<file path="src/design/dgwm_pkg.sv">
// shared types and constants for the graphical walk block
package dgwm_pkg;

    localparam int CNT_W   = 21;
    localparam int WX_W    = 36;
    localparam int WY_W    = 37;
    localparam int SX_W    = 56;
    localparam int SY_W    = 57;
    localparam int DQ_W    = 58;
    localparam int ACC_W   = 75;
    localparam int MB_W    = 37;
    localparam int RAD_W   = 76;
    localparam int ROOT_W  = 38;
    localparam int REM_W   = 41;
    localparam int STEP_W  = 6;

    localparam logic [63:0] SQ3H_Q32 = 64'd3719550771;
    localparam logic [63:0] SQ3_Q32  = 64'd7439101541;

    localparam logic [7:0] CASE_MASK = 8'hDF;
    localparam logic [7:0] CHAR_A    = 8'h41;
    localparam logic [7:0] CHAR_C    = 8'h43;
    localparam logic [7:0] CHAR_G    = 8'h47;
    localparam logic [7:0] CHAR_T    = 8'h54;

    localparam logic [1:0] BASE_A = 2'd0;
    localparam logic [1:0] BASE_C = 2'd1;
    localparam logic [1:0] BASE_G = 2'd2;
    localparam logic [1:0] BASE_T = 2'd3;

    localparam logic ACT_CHAR = 1'b0;
    localparam logic ACT_END  = 1'b1;

    localparam logic KIND_BASE    = 1'b0;
    localparam logic KIND_SUMMARY = 1'b1;

    localparam logic [STEP_W-1:0] DIV_STEPS  = 6'd58;
    localparam logic [STEP_W-1:0] SQX_STEPS  = 6'd36;
    localparam logic [STEP_W-1:0] SQY_STEPS  = 6'd37;
    localparam logic [STEP_W-1:0] SQRT_STEPS = 6'd38;
    localparam logic [STEP_W-1:0] RES_STEPS  = 6'd21;

    typedef enum logic [3:0] {
        CMD_NONE,
        CMD_BASE,
        CMD_END_START,
        CMD_DIV_STEP,
        CMD_DIV_LOAD_Y,
        CMD_MUL_LOAD_X,
        CMD_MUL_LOAD_Y,
        CMD_MUL_STEP,
        CMD_SQRT_LOAD,
        CMD_SQRT_STEP,
        CMD_MUL_LOAD_GC,
        CMD_MUL_LOAD_AT,
        CMD_FINISH
    } cmd_t;

    typedef struct packed {
        cmd_t cmd;
    } ctrl_t;

    typedef struct packed {
        logic out_busy;
    } status_t;

endpackage

</file>
<file path="src/design/dgwm_ctrl.sv">
// sequencer for the summary computation and input handshake
module dgwm_ctrl
    import dgwm_pkg::*;
(
    input  logic    clk,
    input  logic    rst_n,
    input  logic    in_valid,
    output logic    in_ready,
    input  logic    action,
    input  status_t status,
    output ctrl_t   ctrl
);

    typedef enum logic [3:0] {
        S_IDLE, S_DIVX, S_DIVY, S_SQX, S_SQY, S_SQRT, S_RGC, S_RAT, S_OUT
    } state_t;

    state_t            state_reg, state_next;
    logic [STEP_W-1:0] cnt_reg, cnt_next;

    assign in_ready = (state_reg == S_IDLE) && !status.out_busy;

    always_comb
    begin
        state_next = state_reg;
        cnt_next   = cnt_reg + 6'd1;
        ctrl.cmd   = CMD_NONE;
        case (state_reg)
            S_IDLE:
            begin
                cnt_next = '0;
                if (in_valid && in_ready)
                begin
                    if (action == ACT_END)
                    begin
                        ctrl.cmd   = CMD_END_START;
                        state_next = S_DIVX;
                    end
                    else
                    begin
                        ctrl.cmd = CMD_BASE;
                    end
                end
            end
            S_DIVX:
            begin
                if (cnt_reg < DIV_STEPS)
                    ctrl.cmd = CMD_DIV_STEP;
                else
                begin
                    ctrl.cmd   = CMD_DIV_LOAD_Y;
                    cnt_next   = '0;
                    state_next = S_DIVY;
                end
            end
            S_DIVY:
            begin
                if (cnt_reg < DIV_STEPS)
                    ctrl.cmd = CMD_DIV_STEP;
                else
                begin
                    ctrl.cmd   = CMD_MUL_LOAD_X;
                    cnt_next   = '0;
                    state_next = S_SQX;
                end
            end
            S_SQX:
            begin
                if (cnt_reg < SQX_STEPS)
                    ctrl.cmd = CMD_MUL_STEP;
                else
                begin
                    ctrl.cmd   = CMD_MUL_LOAD_Y;
                    cnt_next   = '0;
                    state_next = S_SQY;
                end
            end
            S_SQY:
            begin
                if (cnt_reg < SQY_STEPS)
                    ctrl.cmd = CMD_MUL_STEP;
                else
                begin
                    ctrl.cmd   = CMD_SQRT_LOAD;
                    cnt_next   = '0;
                    state_next = S_SQRT;
                end
            end
            S_SQRT:
            begin
                if (cnt_reg < SQRT_STEPS)
                    ctrl.cmd = CMD_SQRT_STEP;
                else
                begin
                    ctrl.cmd   = CMD_MUL_LOAD_GC;
                    cnt_next   = '0;
                    state_next = S_RGC;
                end
            end
            S_RGC:
            begin
                if (cnt_reg < RES_STEPS)
                    ctrl.cmd = CMD_MUL_STEP;
                else
                begin
                    ctrl.cmd   = CMD_MUL_LOAD_AT;
                    cnt_next   = '0;
                    state_next = S_RAT;
                end
            end
            S_RAT:
            begin
                if (cnt_reg < RES_STEPS)
                    ctrl.cmd = CMD_MUL_STEP;
                else
                begin
                    cnt_next   = '0;
                    state_next = S_OUT;
                end
            end
            S_OUT:
            begin
                cnt_next = '0;
                if (!status.out_busy)
                begin
                    ctrl.cmd   = CMD_FINISH;
                    state_next = S_IDLE;
                end
            end
            default:
            begin
                cnt_next   = '0;
                state_next = S_IDLE;
            end
        endcase
    end

    always_ff @(posedge clk or negedge rst_n)
    begin
        if (!rst_n)
        begin
            state_reg <= S_IDLE;
            cnt_reg   <= '0;
        end
        else
        begin
            state_reg <= state_next;
            cnt_reg   <= cnt_next;
        end
    end

endmodule

</file>
<file path="src/design/dgwm_datapath.sv">
// walk state, serial divider, multiplier, square root and output register
module dgwm_datapath
    import dgwm_pkg::*;
#(
    parameter int MAX_LEN   = 1048576,
    parameter int FRAC_BITS = 16
)
(
    input  logic               clk,
    input  logic               rst_n,
    input  ctrl_t              ctrl,
    output status_t            status,
    input  logic [7:0]         char_code,
    output logic               out_valid,
    input  logic               out_ready,
    output logic               kind,
    output logic [1:0]         base_code,
    output logic [CNT_W-1:0]   position,
    output logic [CNT_W-1:0]   count_adenine,
    output logic [CNT_W-1:0]   count_cytosine,
    output logic [CNT_W-1:0]   count_guanine,
    output logic [CNT_W-1:0]   count_thymine,
    output logic [WX_W-1:0]    mean_x,
    output logic signed [WY_W-1:0] mean_y,
    output logic [WX_W-1:0]    gyration_radius,
    output logic [WX_W-1:0]    resultant_x,
    output logic [WX_W-1:0]    resultant_y
);

    localparam logic [63:0] QCOS  =
        (SQ3H_Q32 + (64'd1 << (31 - FRAC_BITS))) >> (32 - FRAC_BITS);
    localparam logic [63:0] QSQ3  =
        (SQ3_Q32 + (64'd1 << (31 - FRAC_BITS))) >> (32 - FRAC_BITS);
    localparam logic [63:0] QHALF = 64'd1 << (FRAC_BITS - 1);
    localparam logic [63:0] KPROD = QCOS * QSQ3;
    localparam logic [CNT_W-1:0] MAXL = CNT_W'(MAX_LEN);

    logic [WX_W-1:0]   walk_x_reg;
    logic [WY_W-1:0]   walk_y_reg;
    logic [SX_W-1:0]   sum_x_reg;
    logic [SY_W-1:0]   sum_y_reg;
    logic [CNT_W-1:0]  cnt_reg [4];
    logic [DQ_W-1:0]   dq_reg;
    logic [CNT_W-1:0]  rem_reg;
    logic              neg_reg;
    logic [WX_W-1:0]   mx_reg;
    logic [WY_W-1:0]   mymag_reg;
    logic [ACC_W-1:0]  ma_reg, acc_reg;
    logic [MB_W-1:0]   mb_reg;
    logic [RAD_W-1:0]  rad_reg;
    logic [ROOT_W-1:0] root_reg;
    logic [REM_W-1:0]  srem_reg;
    logic [WX_W-1:0]   gr_reg, xr_reg;

    logic              out_valid_reg;
    logic              kind_reg;
    logic [1:0]        base_code_reg;
    logic [CNT_W-1:0]  position_reg;
    logic [CNT_W-1:0]  count_adenine_reg;
    logic [CNT_W-1:0]  count_cytosine_reg;
    logic [CNT_W-1:0]  count_guanine_reg;
    logic [CNT_W-1:0]  count_thymine_reg;
    logic [WX_W-1:0]   mean_x_reg;
    logic [WY_W-1:0]   mean_y_reg;
    logic [WX_W-1:0]   gyration_radius_reg;
    logic [WX_W-1:0]   resultant_x_reg;
    logic [WX_W-1:0]   resultant_y_reg;

    logic [CNT_W-1:0]  total, at_cnt, gc_cnt;
    logic [7:0]        uc;
    logic              is_base;
    logic              base_take;
    logic              out_load;
    logic [1:0]        code;
    logic [WX_W-1:0]   dx, wx_new;
    logic [WY_W-1:0]   dy, wy_new;
    logic [SY_W-1:0]   mag_y;
    logic [CNT_W:0]    div_sh;
    logic              div_ge;
    logic [REM_W-1:0]  sq_sh, sq_trial;
    logic              sq_ge;
    logic [DQ_W-1:0]   res_sum;
    logic [WY_W-1:0]   my_final;

    assign total  = cnt_reg[0] + cnt_reg[1] + cnt_reg[2] + cnt_reg[3];
    assign at_cnt = cnt_reg[0] + cnt_reg[3];
    assign gc_cnt = cnt_reg[1] + cnt_reg[2];
    assign status.out_busy = out_valid_reg && !out_ready;

    assign out_valid       = out_valid_reg;
    assign kind            = kind_reg;
    assign base_code       = base_code_reg;
    assign position        = position_reg;
    assign count_adenine   = count_adenine_reg;
    assign count_cytosine  = count_cytosine_reg;
    assign count_guanine   = count_guanine_reg;
    assign count_thymine   = count_thymine_reg;
    assign mean_x          = mean_x_reg;
    assign mean_y          = mean_y_reg;
    assign gyration_radius = gyration_radius_reg;
    assign resultant_x     = resultant_x_reg;
    assign resultant_y     = resultant_y_reg;

    always_comb
    begin
        uc      = char_code & CASE_MASK;
        is_base = 1'b1;
        code    = BASE_A;
        case (uc)
            CHAR_A:  code = BASE_A;
            CHAR_C:  code = BASE_C;
            CHAR_G:  code = BASE_G;
            CHAR_T:  code = BASE_T;
            default: is_base = 1'b0;
        endcase
        case (code)
            BASE_A:
            begin
                dx = WX_W'(QHALF);
                dy = -WY_W'(QCOS);
            end
            BASE_C:
            begin
                dx = WX_W'(QCOS);
                dy = WY_W'(QHALF);
            end
            BASE_G:
            begin
                dx = WX_W'(QCOS);
                dy = -WY_W'(QHALF);
            end
            default:
            begin
                dx = WX_W'(QHALF);
                dy = WY_W'(QCOS);
            end
        endcase
    end

    assign base_take = (ctrl.cmd == CMD_BASE) && is_base && (total < MAXL);
    assign out_load  = base_take || (ctrl.cmd == CMD_FINISH);

    assign wx_new = walk_x_reg + dx;
    assign wy_new = walk_y_reg + dy;
    assign mag_y  = sum_y_reg[SY_W-1] ? -sum_y_reg : sum_y_reg;

    // restoring division, one quotient bit a cycle
    assign div_sh = {rem_reg, dq_reg[DQ_W-1]};
    assign div_ge = div_sh >= {1'b0, total};

    // digit-by-digit square root, two radicand bits a cycle
    assign sq_sh    = {srem_reg[REM_W-3:0], rad_reg[RAD_W-1 -: 2]};
    assign sq_trial = {1'b0, root_reg, 2'b01};
    assign sq_ge    = sq_sh >= sq_trial;

    assign res_sum  = (DQ_W'(at_cnt) << (FRAC_BITS - 1))
                    + ((DQ_W'(acc_reg) + DQ_W'(QHALF)) >> FRAC_BITS);
    assign my_final = neg_reg ? -mymag_reg : mymag_reg;

    always_ff @(posedge clk or negedge rst_n)
    begin
        if (!rst_n)
        begin
            out_valid_reg <= 1'b0;
            walk_x_reg    <= '0;
            walk_y_reg    <= '0;
            sum_x_reg     <= '0;
            sum_y_reg     <= '0;
            for (int i = 0; i < 4; i++)
                cnt_reg[i] <= '0;
        end
        else
        begin
            if (out_load)
                out_valid_reg <= 1'b1;
            else if (out_valid_reg && out_ready)
                out_valid_reg <= 1'b0;
            case (ctrl.cmd)
                CMD_BASE:
                begin
                    if (base_take)
                    begin
                        cnt_reg[code] <= cnt_reg[code] + 21'd1;
                        walk_x_reg    <= wx_new;
                        walk_y_reg    <= wy_new;
                        sum_x_reg     <= sum_x_reg + SX_W'(wx_new);
                        sum_y_reg     <= sum_y_reg + {{(SY_W-WY_W){wy_new[WY_W-1]}}, wy_new};
                    end
                end
                CMD_FINISH:
                begin
                    walk_x_reg <= '0;
                    walk_y_reg <= '0;
                    sum_x_reg  <= '0;
                    sum_y_reg  <= '0;
                    for (int i = 0; i < 4; i++)
                        cnt_reg[i] <= '0;
                end
                default:
                begin
                end
            endcase
        end
    end

    // arithmetic and result registers, no reset needed
    always_ff @(posedge clk)
    begin
        case (ctrl.cmd)
            CMD_BASE:
            begin
                kind_reg            <= KIND_BASE;
                base_code_reg       <= code;
                position_reg        <= total + 21'd1;
                count_adenine_reg   <= '0;
                count_cytosine_reg  <= '0;
                count_guanine_reg   <= '0;
                count_thymine_reg   <= '0;
                mean_x_reg          <= '0;
                mean_y_reg          <= '0;
                gyration_radius_reg <= '0;
                resultant_x_reg     <= '0;
                resultant_y_reg     <= '0;
            end
            CMD_END_START:
            begin
                dq_reg  <= DQ_W'(sum_x_reg) + DQ_W'(total >> 1);
                rem_reg <= '0;
                neg_reg <= sum_y_reg[SY_W-1];
            end
            CMD_DIV_STEP:
            begin
                rem_reg <= div_ge ? CNT_W'(div_sh - {1'b0, total}) : div_sh[CNT_W-1:0];
                dq_reg  <= {dq_reg[DQ_W-2:0], div_ge};
            end
            CMD_DIV_LOAD_Y:
            begin
                mx_reg  <= (total == '0) ? '0 : dq_reg[WX_W-1:0];
                dq_reg  <= DQ_W'(mag_y) + DQ_W'(total >> 1);
                rem_reg <= '0;
            end
            CMD_MUL_LOAD_X:
            begin
                mymag_reg <= (total == '0) ? '0 : dq_reg[WY_W-1:0];
                ma_reg    <= ACC_W'(mx_reg);
                mb_reg    <= MB_W'(mx_reg);
                acc_reg   <= '0;
            end
            CMD_MUL_LOAD_Y:
            begin
                ma_reg <= ACC_W'(mymag_reg);
                mb_reg <= mymag_reg;
            end
            CMD_MUL_STEP:
            begin
                if (mb_reg[0])
                    acc_reg <= acc_reg + ma_reg;
                ma_reg <= ma_reg << 1;
                mb_reg <= mb_reg >> 1;
            end
            CMD_SQRT_LOAD:
            begin
                rad_reg  <= RAD_W'(acc_reg);
                root_reg <= '0;
                srem_reg <= '0;
            end
            CMD_SQRT_STEP:
            begin
                srem_reg <= sq_ge ? (sq_sh - sq_trial) : sq_sh;
                root_reg <= {root_reg[ROOT_W-2:0], sq_ge};
                rad_reg  <= rad_reg << 2;
            end
            CMD_MUL_LOAD_GC:
            begin
                gr_reg  <= root_reg[WX_W-1:0];
                ma_reg  <= ACC_W'(KPROD);
                mb_reg  <= MB_W'(gc_cnt);
                acc_reg <= '0;
            end
            CMD_MUL_LOAD_AT:
            begin
                // resultant x uses the A+T half term with the G+C product
                xr_reg  <= res_sum[WX_W:1];
                ma_reg  <= ACC_W'(KPROD);
                mb_reg  <= MB_W'(at_cnt);
                acc_reg <= '0;
            end
            CMD_FINISH:
            begin
                kind_reg            <= KIND_SUMMARY;
                base_code_reg       <= '0;
                position_reg        <= total;
                count_adenine_reg   <= cnt_reg[0];
                count_cytosine_reg  <= cnt_reg[1];
                count_guanine_reg   <= cnt_reg[2];
                count_thymine_reg   <= cnt_reg[3];
                mean_x_reg          <= mx_reg;
                mean_y_reg          <= my_final;
                gyration_radius_reg <= gr_reg;
                resultant_x_reg     <= xr_reg;
                resultant_y_reg     <= WX_W'(((DQ_W'(gc_cnt) << (FRAC_BITS - 1))
                                      + ((DQ_W'(acc_reg) + DQ_W'(QHALF)) >> FRAC_BITS)) >> 1);
            end
            default:
            begin
            end
        endcase
    end

endmodule

</file>
<file path="src/design/dna_graphical_walk_moments.sv">
// top level of the dna graphical walk with running moments
//
// in channel: in_valid/in_ready with action and char_code; action low carries
// a character, action high ends the sequence. out channel: out_valid/out_ready
// with the record fields.
// a base character (a, c, g, t in either case) gives one position record that
// is valid the cycle after it is taken; other bytes give nothing. bases past
// MAX_LEN are dropped.
// a character word is taken while the sequencer is idle and the output
// register is empty or being drained.
// an end word runs a serial sequencer: two divisions for the means, a
// shift-add pass summing the squares of both means, a square root, two resultant
// products and a finish step that waits for the output register to free and
// loads the summary word; the walk state then clears.
// reset clears the walk, the sums, the counts and the output valid.
// while the receiver stalls the output word holds and no new word is taken.
module dna_graphical_walk_moments
    import dgwm_pkg::*;
#(
    parameter int MAX_LEN   = 1048576,
    parameter int FRAC_BITS = 16
)
(
    input  logic               clk,
    input  logic               rst_n,
    input  logic               in_valid,
    output logic               in_ready,
    input  logic               action,
    input  logic [7:0]         char_code,
    output logic               out_valid,
    input  logic               out_ready,
    output logic               kind,
    output logic [1:0]         base_code,
    output logic [CNT_W-1:0]   position,
    output logic [CNT_W-1:0]   count_adenine,
    output logic [CNT_W-1:0]   count_cytosine,
    output logic [CNT_W-1:0]   count_guanine,
    output logic [CNT_W-1:0]   count_thymine,
    output logic [WX_W-1:0]    mean_x,
    output logic signed [WY_W-1:0] mean_y,
    output logic [WX_W-1:0]    gyration_radius,
    output logic [WX_W-1:0]    resultant_x,
    output logic [WX_W-1:0]    resultant_y
);

    ctrl_t   ctrl;
    status_t status;

    dgwm_ctrl u_ctrl (
        .clk      (clk),
        .rst_n    (rst_n),
        .in_valid (in_valid),
        .in_ready (in_ready),
        .action   (action),
        .status   (status),
        .ctrl     (ctrl)
    );

    dgwm_datapath #(
        .MAX_LEN   (MAX_LEN),
        .FRAC_BITS (FRAC_BITS)
    ) u_datapath (
        .clk             (clk),
        .rst_n           (rst_n),
        .ctrl            (ctrl),
        .status          (status),
        .char_code       (char_code),
        .out_valid       (out_valid),
        .out_ready       (out_ready),
        .kind            (kind),
        .base_code       (base_code),
        .position        (position),
        .count_adenine   (count_adenine),
        .count_cytosine  (count_cytosine),
        .count_guanine   (count_guanine),
        .count_thymine   (count_thymine),
        .mean_x          (mean_x),
        .mean_y          (mean_y),
        .gyration_radius (gyration_radius),
        .resultant_x     (resultant_x),
        .resultant_y     (resultant_y)
    );

endmodule
</file>
<file path="config.mk">
export PLATFORM = sky130hd
export DESIGN_NAME = dna_graphical_walk_moments
export DESIGN_NICKNAME = d
export VERILOG_FILES = /design/src/design/dgwm_pkg.sv /design/src/design/dgwm_ctrl.sv /design/src/design/dgwm_datapath.sv /design/src/design/dna_graphical_walk_moments.sv
export SDC_FILE = /design/constraint.sdc
export NUM_CORES = 2
export LEC_CHECK = 0
export BUFFER_PORTS_ARGS = -buffer_cell sky130_fd_sc_hd__buf_4
export CAP_MARGIN = 40
export CORE_ASPECT_RATIO = 1.2
export CORE_MARGIN = 1.5
export CORE_UTILIZATION = 46
export DETAILED_ROUTE_END_ITERATION = 8
export PLACE_DENSITY = 0.7
export SLEW_MARGIN = 20
export SYNTH_ARGS = -nofsm -noshare
export SYNTH_HDL_FRONTEND = slang
export SYNTH_SLANG_ARGS = --single-unit
</file>
<file path="constraint.sdc">
create_clock -name clk -period 31.1 [get_ports clk]
set_input_delay 1.555 -clock clk [delete_from_list [all_inputs] [get_ports clk]]
set_output_delay 1.555 -clock clk [all_outputs]
set_load 0.02 [all_outputs]
</file>
==> results.sh <==
export IMPL_status="finished, final reports clean"
export IMPL_finish_net_count=7748
export IMPL_static_leakage_power_uw=0.0319
export IMPL_groute_layer_met3_usage=0.0333
export IMPL_drt_first_pass_iters=6
export IMPL_critPathKind="primary input to flip-flop"
export IMPL_vias=54900
export IMPL_gr_max_usage_layer="met2"
export IMPL_tritoncts="yes"
export IMPL_dp_slack_ns=20.79
export IMPL_totalWireLength_um=202000
export IMPL_drc=0
export IMPL_multiInputGateArea_um2=35500
export IMPL_final_period_minus_worst_setup_slack_ns=9.51
export IMPL_cts_buffers=119
export IMPL_power_per_cell_area_nw_per_um2=39.4
export IMPL_grt_max_degree=154
export IMPL_dieWidth_um=359
export IMPL_drt_iter0_markers=4705
export IMPL_maxSlewHeadroom=0.353
export IMPL_avgRoutedWirePerCell_um=21.6
export IMPL_fin_tns_setup_ns=0
export IMPL_port_buffers=302
export IMPL_internal_power_uw=2450
export IMPL_floorplan_die_area_um2=155000
export IMPL_num_fill_cells=13400
export IMPL_synth_cell_types=95
export IMPL_worst_margin_slew_ns=0.970
export IMPL_grt_remaining_overflow=0
export IMPL_grt_antenna_before_repair=6
export IMPL_clock_tree_htree_level_count=3
export IMPL_synth_area_leaders="sky130_fd_sc_hd__edfxtp_1 (37%), sky130_fd_sc_hd__dfrtp_1 (9.9%), sky130_fd_sc_hd__ha_1 (7.5%)"
export IMPL_finalHoldViolations=0
export IMPL_synth_seq_cells=1131
export IMPL_cp_top_family="compound AO/OA/AOI/OAI gates"
export IMPL_synth_net_count=7541
export IMPL_timing_final_crit_share=0.306
export IMPL_placed_cell_area_um2=74700
export IMPL_share_of_yosys_cell_area_claimed_by_the_top_area_cell_type=0.366
export IMPL_data_arrival_time_of_the_critical_path_ns=10.17
export IMPL_switchingPower_uw=659
export IMPL_postCtsResizedCells=0
export IMPL_most_numerous_cell_in_the_yosys_netlist="sky130_fd_sc_hd__edfxtp_1"
export IMPL_synth_top_flop_cell="sky130_fd_sc_hd__edfxtp_1"
export IMPL_layout_drive_gt1_share=0.0921
export IMPL_dominant_cell_type_by_area_after_synthesis="sky130_fd_sc_hd__edfxtp_1"
export IMPL_io_pins=304
export IMPL_post_cts_repair_setup_buffers=0
export IMPL_globalRouteMet1Util=0.327
export IMPL_comb_power_share=0.007
export IMPL_rsz0062_at_grt="no"
export IMPL_detail_route_antenna_nets=0
export IMPL_synthesis_instances=7060
export IMPL_ys_seq_area_frac=0.465
export IMPL_synth_top_cells_by_count="sky130_fd_sc_hd__edfxtp_1 (854), sky130_fd_sc_hd__nand2_1 (853), sky130_fd_sc_hd__nor2_1 (528), sky130_fd_sc_hd__o21ai_0 (452), sky130_fd_sc_hd__ha_1 (419)"
export IMPL_ctsRootBufferMaster="sky130_fd_sc_hd__clkbuf_16"
export IMPL_crit_path_start_kind="primary input"
export IMPL_worstPathMaxFanout=37
export IMPL_worst_ep_required_time_ns=31.76
export IMPL_slowest_delay_ns=0.58
export IMPL_power_switching_fraction=0.212
export IMPL_flip_flop_count_of_the_largest_register_all_copies_and_words_added=84
export IMPL_path_category_of_the_worst_min_delay_check="flip-flop to flip-flop"
export IMPL_global_route_usage_total=0.254
export IMPL_clock_fmax_mhz=105
export IMPL_timing_critical_path_to_type="flip-flop"
export IMPL_report_power_total_uw=3110
export IMPL_initial_core_util=0.464
export IMPL_layout_cell_area_non_filler_um2=79000
export IMPL_ctsHoldBuffers=0
export IMPL_asr_flop_ratio_synth=0.245
export IMPL_areaGrowthSynthToFinish_pct=12.8
export IMPL_synth_edf_count=854
export IMPL_clk_insertion_delay_late_ns=0.82
export IMPL_timing_final_ws_setup_ns=21.59
export IMPL_die_height_um=430
export IMPL_vias_per_cell=5.87
export IMPL_pwr_share_clk=0.477
export IMPL_seqCellArea_um2=32600
export IMPL_core_area_um2=151000
export IMPL_detailedPlacementHpwl_um=149000
export IMPL_max_vdd_ir_drop_uv=50.4
export IMPL_clock_sink_count=1131
export IMPL_synthesis_area_um2=70000
export IMPL_finClkSkew_ns=0.0845
export IMPL_power_sequential_fraction=0.516
export IMPL_gp_congestion=0.985
export IMPL_grt_first_pass_wirelength_um=307000
export IMPL_critPathSlowestCell="sky130_fd_sc_hd__nor3b_1"
export IMPL_grtUsageMet2=0.417
export IMPL_yosys_warnings=0
export IMPL_timing_final_setup_violations=0
export IMPL_timing_max_transition_violations_final=0
export IMPL_syn_area_per_cell_um2=9.92
export IMPL_critical_path_buf_inv_count=5
export IMPL_clock_path_buffers=3
export IMPL_number_of_placement_rows=156
export IMPL_grt_pass1_vias=53000
export IMPL_maxCapViolCount=0
export IMPL_path_clk_slew_ns=0.06
## final timing paths
path / from / to / slack, ns / cells after the start
hold reg to reg: u_datapath.root_reg[2] / u_datapath.gr_reg[2] / 0.45 / 0
min in group asynchronous: rst_n / u_datapath.cnt_reg[9] / 0.87 / 1
setup reg to reg: u_datapath.cnt_reg[22] / u_datapath.dq_reg[34] / 23.06 / 29
setup / recovery: char_code[2] / u_datapath.sum_y_reg[54] / 21.59 / 34
max in group asynchronous: rst_n / u_ctrl.cnt_reg[0] / 28.64 / 3
hold / removal: u_datapath.root_reg[2] / u_datapath.gr_reg[2] / 0.45 / 0
## worst register-to-register path, delay by kind of cell, from the launching register on
| family | cells | cell delay [ns] |
|---|---|---|
| AND/OR/NAND/NOR | 6 | 1.62 |
| XOR/XNOR | 1 | 0.14 |
| AO/OA/AOI/OAI | 11 | 3.00 |
| buffers and inverters | 6 | 0.92 |
| flip-flops | 1 | 0.46 |
| adder cells (fa/ha/maj) | 5 | 1.76 |
## final cells by class
type,instances,area share
Multi-Input combinational cell,5368,0.450
Sequential cell,1131,0.413
Timing Repair Buffer,403,0.0430
Clock buffer,149,0.0399
Tap cell,1975,0.0313
Inverter,244,0.0117
Clock inverter,75,0.0114
Antenna cell,4,0.000127
## per-layer routing
metal  share of wire  vias up  wire length (µm)
li1                -    25900                 -
met1            0.42    26700             84600
met2            0.47     1874             94500
met3           0.061      449             12300
met4           0.053        0             10800
met5               0        -                 0
## metrics by stage
step,hold slack [ns],std cells,util
after global routing,0.452,9346,0.523
after detailed placement,0.434,9111,0.495
after floorplan,0.423,7060,-
after CTS,0.448,9335,0.522
after global placement,0.433,9092,0.493
final,0.448,9349,0.523
## kinds of logic after synthesis
family	synth area share
compound gates	0.145
mux	0.0156
fa+ha+maj	0.0889
simple gates	0.173
flops	0.465
buf+inv	0.0303
xor+xnor	0.0818
## power by group through the flow
stage,Sequential (µW),Combinational [µW],Clock [µW]
detailed placement,1640,22.6,0
finish,1610,22.2,1480
floorplan,1640,8.95,0
CTS,1610,22.6,1510
global route,1610,25.1,1560
global placement,1640,21.2,0
## cells in the final DEF, fill, tap and decap left out, types with 240 or more instances in the layout
master	netlist	layout
sky130_fd_sc_hd__a21oi_1	362	361
sky130_fd_sc_hd__buf_4	0	374
sky130_fd_sc_hd__nand2_1	853	853
sky130_fd_sc_hd__nand3_1	319	316
sky130_fd_sc_hd__xor2_1	276	276
sky130_fd_sc_hd__ha_1	419	419
sky130_fd_sc_hd__o21ai_0	452	449
sky130_fd_sc_hd__dfrtp_1	277	276
sky130_fd_sc_hd__inv_1	241	240
sky130_fd_sc_hd__edfxtp_1	854	854
sky130_fd_sc_hd__xnor2_1	378	375
sky130_fd_sc_hd__nor2_1	528	523
Power figures use the tool's default switching activity.
